===== src/sv/sbm_pkg.sv =====
// Shared types, codes and sizing constants for the sentence boundary marker tracker.
// Used by sbm_front, sbm_queue, sbm_back and the top level; depends on nothing.
package sbm_pkg;

    // sizing
    localparam int STACK_DEPTH    = 16;
    localparam int MAX_PAIRS      = 63;
    localparam int LONG_THRESHOLD = 1000;
    localparam int STACK_AW       = (STACK_DEPTH > 1) ? $clog2(STACK_DEPTH) : 1;
    localparam int DEPTH_W        = $clog2(STACK_DEPTH + 1);
    localparam int SUM_W          = DEPTH_W + 1;
    localparam int QUEUE_DEPTH    = 2;
    localparam int QUEUE_AW       = (QUEUE_DEPTH > 1) ? $clog2(QUEUE_DEPTH) : 1;
    localparam int FILL_W         = $clog2(QUEUE_DEPTH + 1);

    // field widths
    localparam int ID_W    = 6;
    localparam int CODE_W  = ID_W + 1;
    localparam int COUNT_W = 16;
    localparam int SENT_W  = 32;
    localparam int CFG_W   = 16;
    localparam int CIDX_W  = 1;

    // command codes
    localparam logic CMD_TOKEN = 1'b0;
    localparam logic CMD_FLUSH = 1'b1;

    // marker kinds
    localparam logic [1:0] MK_NONE  = 2'd0;
    localparam logic [1:0] MK_OPEN  = 2'd1;
    localparam logic [1:0] MK_CLOSE = 2'd2;
    localparam logic [1:0] MK_SYM   = 2'd3;

    // ender kinds
    localparam logic [1:0] EN_NONE    = 2'd0;
    localparam logic [1:0] EN_SURE    = 2'd1;
    localparam logic [1:0] EN_CONTEXT = 2'd2;

    // outcome codes
    localparam logic [1:0] OUT_HELD    = 2'd0;
    localparam logic [1:0] OUT_END     = 2'd1;
    localparam logic [1:0] OUT_FLUSHED = 2'd2;
    localparam logic [1:0] OUT_NOTHING = 2'd3;

    // configuration register indexes
    localparam logic [CIDX_W-1:0] CFG_ALLOW     = 1'd0;
    localparam logic [CIDX_W-1:0] CFG_MAX_WORDS = 1'd1;

    // classified item passed from front to back
    typedef struct packed {
        logic              is_flush;
        logic              mk_valid;
        logic              may_pop;
        logic              may_push;
        logic [CODE_W-1:0] code;
        logic              ends;
    } t_item;

    typedef struct packed {
        logic empty;
        logic full;
    } t_qstat;

    typedef struct packed {
        logic               allow;
        logic [COUNT_W-1:0] max_words;
    } t_cfg;

    // fold a sum of two stack positions back into the circular buffer
    function automatic logic [STACK_AW-1:0] wrap_idx(input logic [SUM_W-1:0] s);
        logic [SUM_W-1:0] r;
        r = (s >= SUM_W'(STACK_DEPTH)) ? (s - SUM_W'(STACK_DEPTH)) : s;
        return r[STACK_AW-1:0];
    endfunction

endpackage


===== src/sv/sbm_front.sv =====
// Front end: classifies an incoming transaction into the compact item the back end executes.
// Depends on sbm_pkg.
module sbm_front
    import sbm_pkg::*;
(
    input  logic            i_cmd,
    input  logic [1:0]      i_marker_kind,
    input  logic [ID_W-1:0] i_marker_id,
    input  logic [1:0]      i_ender_kind,
    input  logic            i_next_starts_sentence,
    input  logic            i_last_in_batch,
    output t_item           o_item
);

    always_comb begin
        o_item.is_flush = (i_cmd == CMD_FLUSH);
        o_item.mk_valid = (i_marker_kind != MK_NONE) && (int'(i_marker_id) <= MAX_PAIRS);
        o_item.may_pop  = (i_marker_kind inside {MK_CLOSE, MK_SYM});
        o_item.may_push = (i_marker_kind inside {MK_OPEN, MK_SYM});
        o_item.code     = {(i_marker_kind == MK_SYM), i_marker_id};
        case (i_ender_kind)
            EN_SURE:    o_item.ends = 1'b1;
            EN_CONTEXT: o_item.ends = i_last_in_batch | i_next_starts_sentence;
            default:    o_item.ends = 1'b0; // not an ender, or unknown code
        endcase
    end

endmodule


===== src/sv/sbm_queue.sv =====
// Short FIFO of classified items between front and back end.
// Depends on sbm_pkg.
module sbm_queue
    import sbm_pkg::*;
(
    input  logic   i_clk,
    input  logic   i_rst_n,
    input  logic   i_push,
    input  t_item  i_item,
    input  logic   i_pop,
    output t_item  o_item,
    output t_qstat o_stat
);

    t_item               r_mem [QUEUE_DEPTH];
    logic [QUEUE_AW-1:0] r_wr_ptr;
    logic [QUEUE_AW-1:0] r_rd_ptr;
    logic [FILL_W-1:0]   r_fill;

    function automatic logic [QUEUE_AW-1:0] ptr_inc(input logic [QUEUE_AW-1:0] p);
        return (int'(p) == QUEUE_DEPTH - 1) ? '0 : p + 1'b1;
    endfunction

    always_ff @(posedge i_clk) begin
        if (!i_rst_n) begin
            r_wr_ptr <= '0;
            r_rd_ptr <= '0;
            r_fill   <= '0;
        end else begin
            if (i_push) begin
                r_wr_ptr <= ptr_inc(r_wr_ptr);
            end
            if (i_pop) begin
                r_rd_ptr <= ptr_inc(r_rd_ptr);
            end
            if (i_push && !i_pop) begin
                r_fill <= r_fill + 1'b1;
            end else if (i_pop && !i_push) begin
                r_fill <= r_fill - 1'b1;
            end
        end
    end

    always_ff @(posedge i_clk) begin
        if (i_push) begin
            r_mem[r_wr_ptr] <= i_item;
        end
    end

    assign o_item       = r_mem[r_rd_ptr];
    assign o_stat.empty = (r_fill == '0);
    assign o_stat.full  = (r_fill == FILL_W'(QUEUE_DEPTH));

    a_fill_bound: assert property (@(posedge i_clk) disable iff (!i_rst_n)
        r_fill <= FILL_W'(QUEUE_DEPTH))
        else $error("queue fill beyond depth");

    a_fill_step: assert property (@(posedge i_clk) disable iff (!i_rst_n)
        (i_push && !i_pop) |=> (r_fill == $past(r_fill) + 1'b1))
        else $error("queue fill did not follow a lone push");

endmodule


===== src/sv/sbm_back.sv =====
// Back end: marker stack, no-split counter, sentence counter and the output register.
// Depends on sbm_pkg.
module sbm_back
    import sbm_pkg::*;
(
    input  logic               i_clk,
    input  logic               i_rst_n,
    input  t_cfg               i_cfg,
    input  t_qstat             i_qstat,
    input  t_item              i_item,
    output logic               o_pop,
    input  logic               i_out_stall,
    output logic               o_out_valid,
    output logic [1:0]         o_outcome,
    output logic [SENT_W-1:0]  o_sentence_number,
    output logic               o_long_warning,
    output logic [DEPTH_W-1:0] o_nesting_depth
);

    logic [CODE_W-1:0]   r_stack [STACK_DEPTH];
    logic [STACK_AW-1:0] r_base;
    logic [DEPTH_W-1:0]  r_depth;
    logic [COUNT_W-1:0]  r_count;
    logic                r_pending;
    logic [SENT_W-1:0]   r_sent;

    logic [STACK_AW-1:0] n_base;
    logic [DEPTH_W-1:0]  n_depth;
    logic [COUNT_W-1:0]  n_count;
    logic                n_pending;
    logic [SENT_W-1:0]   n_sent;
    logic [1:0]          n_outcome;
    logic                n_warn;

    logic                r_out_valid;
    logic [1:0]          r_outcome;
    logic [SENT_W-1:0]   r_number;
    logic                r_warn;
    logic [DEPTH_W-1:0]  r_out_depth;

    logic [STACK_AW-1:0] top_idx;
    logic [STACK_AW-1:0] wr_idx;
    logic [CODE_W-1:0]   top_code;
    logic [COUNT_W-1:0]  cnt_inc;
    logic                top_hit;
    logic                tracking;
    logic                do_push;
    logic                check;

    assign o_pop    = !i_qstat.empty && (!r_out_valid || !i_out_stall);
    assign tracking = !i_cfg.allow;
    assign top_idx  = wrap_idx(SUM_W'(r_base) + SUM_W'(r_depth) - SUM_W'(1));
    assign wr_idx   = (r_depth == DEPTH_W'(STACK_DEPTH)) ? r_base
                    : wrap_idx(SUM_W'(r_base) + SUM_W'(r_depth));
    assign top_code = r_stack[top_idx];
    assign cnt_inc  = (r_count == '1) ? r_count : r_count + 1'b1;
    assign top_hit  = i_item.mk_valid && (r_depth != '0) && i_item.may_pop
                    && (top_code == i_item.code);

    always_comb begin
        n_base    = r_base;
        n_depth   = r_depth;
        n_count   = r_count;
        n_pending = r_pending;
        n_sent    = r_sent;
        n_outcome = OUT_HELD;
        n_warn    = 1'b0;
        do_push   = 1'b0;
        check     = 1'b1;
        if (i_item.is_flush) begin
            if (r_pending) begin
                n_sent    = r_sent + 1'b1;
                n_depth   = '0;
                n_count   = '0;
                n_pending = 1'b0;
                n_outcome = OUT_FLUSHED;
            end else begin
                n_outcome = OUT_NOTHING;
            end
        end else begin
            if (tracking && top_hit) begin
                n_depth = r_depth - 1'b1;
                n_count = (r_depth == DEPTH_W'(1)) ? '0 : cnt_inc;
                check   = 1'b0;
            end else if (tracking && i_item.mk_valid && i_item.may_push) begin
                // full stack: the oldest entry is overwritten and the base moves up
                do_push = 1'b1;
                if (r_depth == DEPTH_W'(STACK_DEPTH)) begin
                    n_base = (int'(r_base) == STACK_DEPTH - 1) ? '0 : r_base + 1'b1;
                end else begin
                    n_depth = r_depth + 1'b1;
                end
                n_count = cnt_inc;
                check   = 1'b0;
            end else if (r_depth != '0) begin
                n_count = cnt_inc;
                if ((i_cfg.max_words == '0) || (cnt_inc <= i_cfg.max_words)) begin
                    check = 1'b0;
                end
                n_warn = (cnt_inc == COUNT_W'(LONG_THRESHOLD));
            end
            n_pending = 1'b1;
            if (check && i_item.ends) begin
                n_sent    = r_sent + 1'b1;
                n_depth   = '0;
                n_count   = '0;
                n_pending = 1'b0;
                n_outcome = OUT_END;
            end
        end
    end

    always_ff @(posedge i_clk) begin
        if (!i_rst_n) begin
            r_base      <= '0;
            r_depth     <= '0;
            r_count     <= '0;
            r_pending   <= 1'b0;
            r_sent      <= '0;
            r_out_valid <= 1'b0;
        end else begin
            if (o_pop) begin
                r_base    <= n_base;
                r_depth   <= n_depth;
                r_count   <= n_count;
                r_pending <= n_pending;
                r_sent    <= n_sent;
            end
            if (o_pop) begin
                r_out_valid <= 1'b1;
            end else if (!i_out_stall) begin
                r_out_valid <= 1'b0;
            end
        end
    end

    always_ff @(posedge i_clk) begin
        if (o_pop) begin
            r_outcome   <= n_outcome;
            r_number    <= n_sent;
            r_warn      <= n_warn;
            r_out_depth <= n_depth;
        end
        if (o_pop && do_push) begin
            r_stack[wr_idx] <= i_item.code;
        end
    end

    assign o_out_valid       = r_out_valid;
    assign o_outcome         = r_outcome;
    assign o_sentence_number = r_number;
    assign o_long_warning    = r_warn;
    assign o_nesting_depth   = r_out_depth;

    a_depth_bound: assert property (@(posedge i_clk) disable iff (!i_rst_n)
        r_depth <= DEPTH_W'(STACK_DEPTH))
        else $error("marker stack depth beyond capacity");

    a_idle_empty: assert property (@(posedge i_clk) disable iff (!i_rst_n)
        !r_pending |-> (r_depth == '0))
        else $error("open markers with no words pending");

    a_count_clear: assert property (@(posedge i_clk) disable iff (!i_rst_n)
        (r_depth == '0) |-> (r_count == '0))
        else $error("no-split count left over with empty stack");

endmodule


===== src/sv/sentence_boundary_marker_tracker.sv =====
// Top level of the sentence boundary marker tracker: configuration registers and wiring.
// Depends on sbm_pkg, sbm_front, sbm_queue and sbm_back.
//
// Takes one pre-classified token or flush command per transaction and returns exactly one
// result per transaction, in order. Throughput is one transaction per clock while the
// output is not stalled. A result passes through the item queue into the back end's
// output register, where it is held until taken. The rate is set by the back end, which
// reads the top of the marker stack, updates stack depth and counters and registers the
// result. A two-entry queue sits between the classifier and the back end, so the input
// keeps flowing while a finished result waits on a stalled output; o_in_stall rises only
// once that queue is full. The marker stack is a circular buffer of STACK_DEPTH
// entries: a push onto a full stack overwrites the oldest entry. Configuration
// (allow_between_markers at index 0, max_words at index 1) is written through
// i_cfg_we/i_cfg_index/i_cfg_data and must only change while no transaction is in flight.
// Reset is synchronous and active low; no clearing pass is needed afterwards.
module sentence_boundary_marker_tracker
    import sbm_pkg::*;
(
    input  logic               i_clk,
    input  logic               i_rst_n,
    // configuration
    input  logic               i_cfg_we,
    input  logic [CIDX_W-1:0]  i_cfg_index,
    input  logic [CFG_W-1:0]   i_cfg_data,
    // input channel
    input  logic               i_in_valid,
    output logic               o_in_stall,
    input  logic               i_cmd,
    input  logic [1:0]         i_marker_kind,
    input  logic [ID_W-1:0]    i_marker_id,
    input  logic [1:0]         i_ender_kind,
    input  logic               i_next_starts_sentence,
    input  logic               i_last_in_batch,
    // output channel
    output logic               o_out_valid,
    input  logic               i_out_stall,
    output logic [1:0]         o_outcome,
    output logic [SENT_W-1:0]  o_sentence_number,
    output logic               o_long_warning,
    output logic [DEPTH_W-1:0] o_nesting_depth
);

    t_cfg   r_cfg;
    t_item  front_item;
    t_item  q_item;
    t_qstat q_stat;
    logic   q_push;
    logic   q_pop;

    // configuration registers; allow_between_markers resets to 1 (tracking off)
    always_ff @(posedge i_clk) begin
        if (!i_rst_n) begin
            r_cfg.allow     <= 1'b1;
            r_cfg.max_words <= '0;
        end else if (i_cfg_we) begin
            case (i_cfg_index)
                CFG_ALLOW:     r_cfg.allow     <= i_cfg_data[0];
                CFG_MAX_WORDS: r_cfg.max_words <= i_cfg_data[COUNT_W-1:0];
                default:       r_cfg           <= r_cfg;
            endcase
        end
    end

    // input transaction is taken whenever the queue has room
    assign o_in_stall = q_stat.full;
    assign q_push     = i_in_valid && !q_stat.full;

    sbm_front u_front (
        .i_cmd                  (i_cmd),
        .i_marker_kind          (i_marker_kind),
        .i_marker_id            (i_marker_id),
        .i_ender_kind           (i_ender_kind),
        .i_next_starts_sentence (i_next_starts_sentence),
        .i_last_in_batch        (i_last_in_batch),
        .o_item                 (front_item)
    );

    sbm_queue u_queue (
        .i_clk   (i_clk),
        .i_rst_n (i_rst_n),
        .i_push  (q_push),
        .i_item  (front_item),
        .i_pop   (q_pop),
        .o_item  (q_item),
        .o_stat  (q_stat)
    );

    sbm_back u_back (
        .i_clk             (i_clk),
        .i_rst_n           (i_rst_n),
        .i_cfg             (r_cfg),
        .i_qstat           (q_stat),
        .i_item            (q_item),
        .o_pop             (q_pop),
        .i_out_stall       (i_out_stall),
        .o_out_valid       (o_out_valid),
        .o_outcome         (o_outcome),
        .o_sentence_number (o_sentence_number),
        .o_long_warning    (o_long_warning),
        .o_nesting_depth   (o_nesting_depth)
    );

endmodule

===== config.mk =====
export PLATFORM = sky130hd
export DESIGN_NAME = sentence_boundary_marker_tracker
export DESIGN_NICKNAME = d
export VERILOG_FILES = /design/src/sv/sbm_pkg.sv /design/src/sv/sbm_front.sv /design/src/sv/sbm_queue.sv /design/src/sv/sbm_back.sv /design/src/sv/sentence_boundary_marker_tracker.sv
export SDC_FILE = /design/constraint.sdc
export NUM_CORES = 1
export LEC_CHECK = 0
export BUFFER_PORTS_ARGS = -buffer_cell sky130_fd_sc_hd__buf_2
export CORE_UTILIZATION = 30
export DETAILED_ROUTE_END_ITERATION = 16
export PLACE_DENSITY = 0.52
export RECOVER_POWER = 25
export SYNTH_ARGS = -nofsm -noshare
export SYNTH_HDL_FRONTEND = slang
export SYNTH_SLANG_ARGS = --single-unit

===== constraint.sdc =====
create_clock -name i_clk -period 8.8 [get_ports i_clk]
set_clock_uncertainty 0.15 [all_clocks]
set_input_delay 1.32 -clock i_clk [delete_from_list [all_inputs] [get_ports i_clk]]
set_output_delay 1.32 -clock i_clk [all_outputs]
set_load 0.05 [all_outputs]

==> results.cfg <==
[status]
outcome = complete, but fails checks
violations = max-capacitance violations, max-slew violations

[route]
post-route-drc-count = 0
wl_per_cell_um = 16.9
drt_iter0_drc = 379
dr.pass1.iters = 4
viasPerCell = 4.94
wl_mm = 27.6
vias = 8037
ant_nets = 0

[die]
core_um2 = 39800
die_x_um = 203
ioPinCount = 77
start_util_pct = 30.4
rows = 73
die_h_um = 203
dieArea_um2 = 41200

[synthesis]
synth-edff-count = 176
muxShareOfSynthArea_pct = 8.85
yosysWarnings = 0
ys.flop_type = edfxtp_1
syn_area_per_cell_um2 = 11.8
ys_async_sr_fraction_pct = 0
yosys.area.top_type = edfxtp_1
synth_top_area_share_pct = 43.6
synth_seq_cells = 257
synth_top_cells_by_area = edfxtp_1 (44%), dfxtp_1 (13%), mux4_2 (5.2%)
synth_top_family_by_area = simple AND/OR/NAND/NOR gates
ys_seq_area_share_pct = 57.0
synth_compound_area_share_pct = 8.71
yosys.area_share.simple_pct = 14.4
synth_fp_nets = 1091
synth_fa_ha_area_share_pct = 3.16
synth_cells = 1026
yosysUniqueCellTypes = 68
synth_area_um2 = 12100
synth_xor_area_share_pct = 4.09

[worst_setup_path]
critPathRequiredTime_ns = 9.15
crit_fanout = 35
endpoint_kind = flop
cp_data_arrival_time_ns = 6.44
cp.depth = 18
critPathKind = reg2reg
reg2reg_slack_ns = 2.72
slowest_stage = o311ai_1
cp-start-kind = flop
reg2regPathDepth = 18
cpPeakStageDelay_ns = 0.88
cpLargestDelayFamily = compound AO/OA/AOI/OAI gates
crit_chain = ha_1 -> nand2_1 -> nor4_1 -> nand3_1 -> nand4_1 -> nor2_1 -> xnor2_1 -> inv_1 -> ha_1 -> a21o_1 -> a21oi_1 -> o21ai_0 -> a21oi_1 -> nor2_1 -> o311ai_1 -> o21a_2 -> and2_1 -> a22o_1
crit_buf_inv = 1

[power]
p_sw_mw = 1.17
p_sw_share_pct = 33.8
total_power_mw = 3.45
seqPwrFrac_pct = 44.3
p_leak_nw = 4.86
p_int_mw = 2.28
p_comb_share_pct = 23.5
power.density_nw_per_um2 = 250
clock_power_share_pct = 32.2
ir_worst_vdd_uv = 137

[global_route]
grt_pass1_wl_mm = 44.0
grt_max_degree = 62
grt-ovfl-total = 0
track_usage_pct = 13.5
grt_antenna_before_repair = 0
grt_pass1_vias = 7719

[layout]
area_growth_pct = 13.7
fill_cells = 4004
nNetsFinal = 1147
diodes = 0
finish.utilization_pct = 34.6
drive_gt1_share_pct = 14.1

[clock_tree]
clkLatencyLatePin_ns = 0.55
cts_resized = 0
hold_buffers = 0
clockBufferDepth = 3
h-tree-depth = 1
cts_setup_buffers = 0
cts.sinks = 257
cts_tree = built
clk_pin_slew_worst_paths_ns = 0.06
cts-root-buf = clkbuf_16
numCtsBuffers = 28

[sta]
hold_violations = 0
fmax_mhz = 164
fin_crit_ns = 6.08
hold_slack_ns = 0.324
rsz0062_at_grt = false
setup_viol = 0
fin_tns_setup_ns = 0
tightest_slew_ns = 1.66
relSlewSlack_pct = -10.6
min_period_over_period_pct = 69.1
drv_slew = 32

[worst_hold_path]
hold_depth = 2
hold_class = reg2reg

[place]
globalplace.congestion = 0.804
io_buffers = 76
dp_hpwl_mm = 18.5

[run]
maxCapViolations = 1
==> per-layer routing <==
metal | track usage [%] | wire length [µm] | vias up
met3 | 2.38 | 1040 | 33
met5 | 0 | 0 | -
li1 | - | - | 3928
met2 | 21.2 | 12700 | 135
met4 | 3.44 | 552 | 0
met1 | 19.0 | 13300 | 3941
==> flip-flops by register name, indices dropped and copies added, names as in the netlist, named ones only <==
name and flops:
r_cfg 17, u_back.o_long_warning 1, u_back.o_nesting_depth 5, u_back.o_out_valid 1
u_back.o_outcome 2, u_back.o_sentence_number 32, u_back.r_base 4, u_back.r_count 16
u_back.r_depth 5, u_back.r_pending 1, u_back.r_sent 32, u_back.r_stack 112
u_queue.r_fill 2, u_queue.r_mem 24, u_queue.r_rd_ptr 1, u_queue.r_wr_ptr 1
==> placed cells by master, fill, tap and decap left out, drive strengths merged, types with 11 or more instances in the layout <==
cell and instances:
nand2b 14, nand2 110, nor3 17, buf 72
a22o 18, clkinv 13, or3 11, dfxtp 81
nand4 25, inv 48, xor2 13, edfxtp 176
o21ai 22, xnor2 41, nor2 63, mux4 28
nand3 48, mux2i 34, a31oi 13, a21oi 47
clkbuf 47, and3 17, o31ai 13, ha 29
==> metrics by stage <==
stage               cells  worst slack, ns  area [µm²]
floorplan            1026             4.12       12100
global placement     1577             2.92       12900
detailed placement   1577             2.74       12900
CTS                  1628             2.71       13800
global route         1628             2.13       13800
finish               1628             2.72       13800
==> worst reg2reg max path: cells and delay by family, from the launching register on <==
family                     cells  cell delay [ns]
adders and majority gates      2             0.55
and+or+nand+nor                7             2.24
AOI/OAI and AO/OA              7             2.32
xor gates and xnor gates       1             0.19
buffers and inverters          1             0.09
DFF                            1             0.49
==> Yosys cell counts (all sizes together), types with 11 or more instances <==
| cell type | number |
|---|---|
| a21oi | 47 |
| a22o | 18 |
| a31oi | 13 |
| and3 | 17 |
| buf | 25 |
| clkbuf | 33 |
| dfxtp | 81 |
| edfxtp | 176 |
| ha | 29 |
| inv | 48 |
| mux2i | 34 |
| mux4 | 28 |
| nand2 | 110 |
| nand2b | 14 |
| nand3 | 48 |
| nand4 | 25 |
| nor2 | 63 |
| nor3 | 17 |
| o21ai | 22 |
| o31ai | 13 |
| or3 | 11 |
| xnor2 | 41 |
| xor2 | 13 |
==> area by class of cell <==
type | count | area, µm² | share of cell area, %
Clock inverter | 16 | 134 | 0.971
Sequential cell | 257 | 6910 | 50.1
Tap cell | 525 | 657 | 4.76
Multi-Input combinational cell | 663 | 4760 | 34.5
Timing Repair Buffer | 84 | 423 | 3.07
Clock buffer | 35 | 727 | 5.27
Inverter | 48 | 180 | 1.31
==> power by group through the flow <==
stage	sequential [mW]	clock, mW	combinational, mW
after CTS	1.53	1.14	0.831
after floorplan	1.78	0	0.368
after detailed placement	1.56	0	0.830
after global routing	1.54	1.20	0.879
after global placement	1.56	0	0.821
final	1.53	1.11	0.811
==> cells by family (layout without fill, tap and decap cells) <==
family | count (synthesis) | count (layout)
AND/OR/NAND/NOR | 353 | 353
flip-flops | 257 | 257
AO/OA/AOI/OAI | 154 | 154
buffers and inverters | 106 | 183
multiplexers | 71 | 71
XOR/XNOR | 55 | 55
adder cells (fa/ha/maj) | 30 | 30
==> path summary, 6_finish.rpt <==
check,end,start
hold reg to reg,r_cfg[15]$_SDFFE_PN0P_,r_cfg[15]$_SDFFE_PN0P_
setup reg to reg,u_back.r_count[3]$_SDFFE_PN0P_,u_back.r_count[0]$_SDFFE_PN0P_
hold / removal,r_cfg[15]$_SDFFE_PN0P_,r_cfg[15]$_SDFFE_PN0P_
setup / recovery,u_back.r_count[3]$_SDFFE_PN0P_,u_back.r_count[0]$_SDFFE_PN0P_
(Power assumes the default switching activity.)
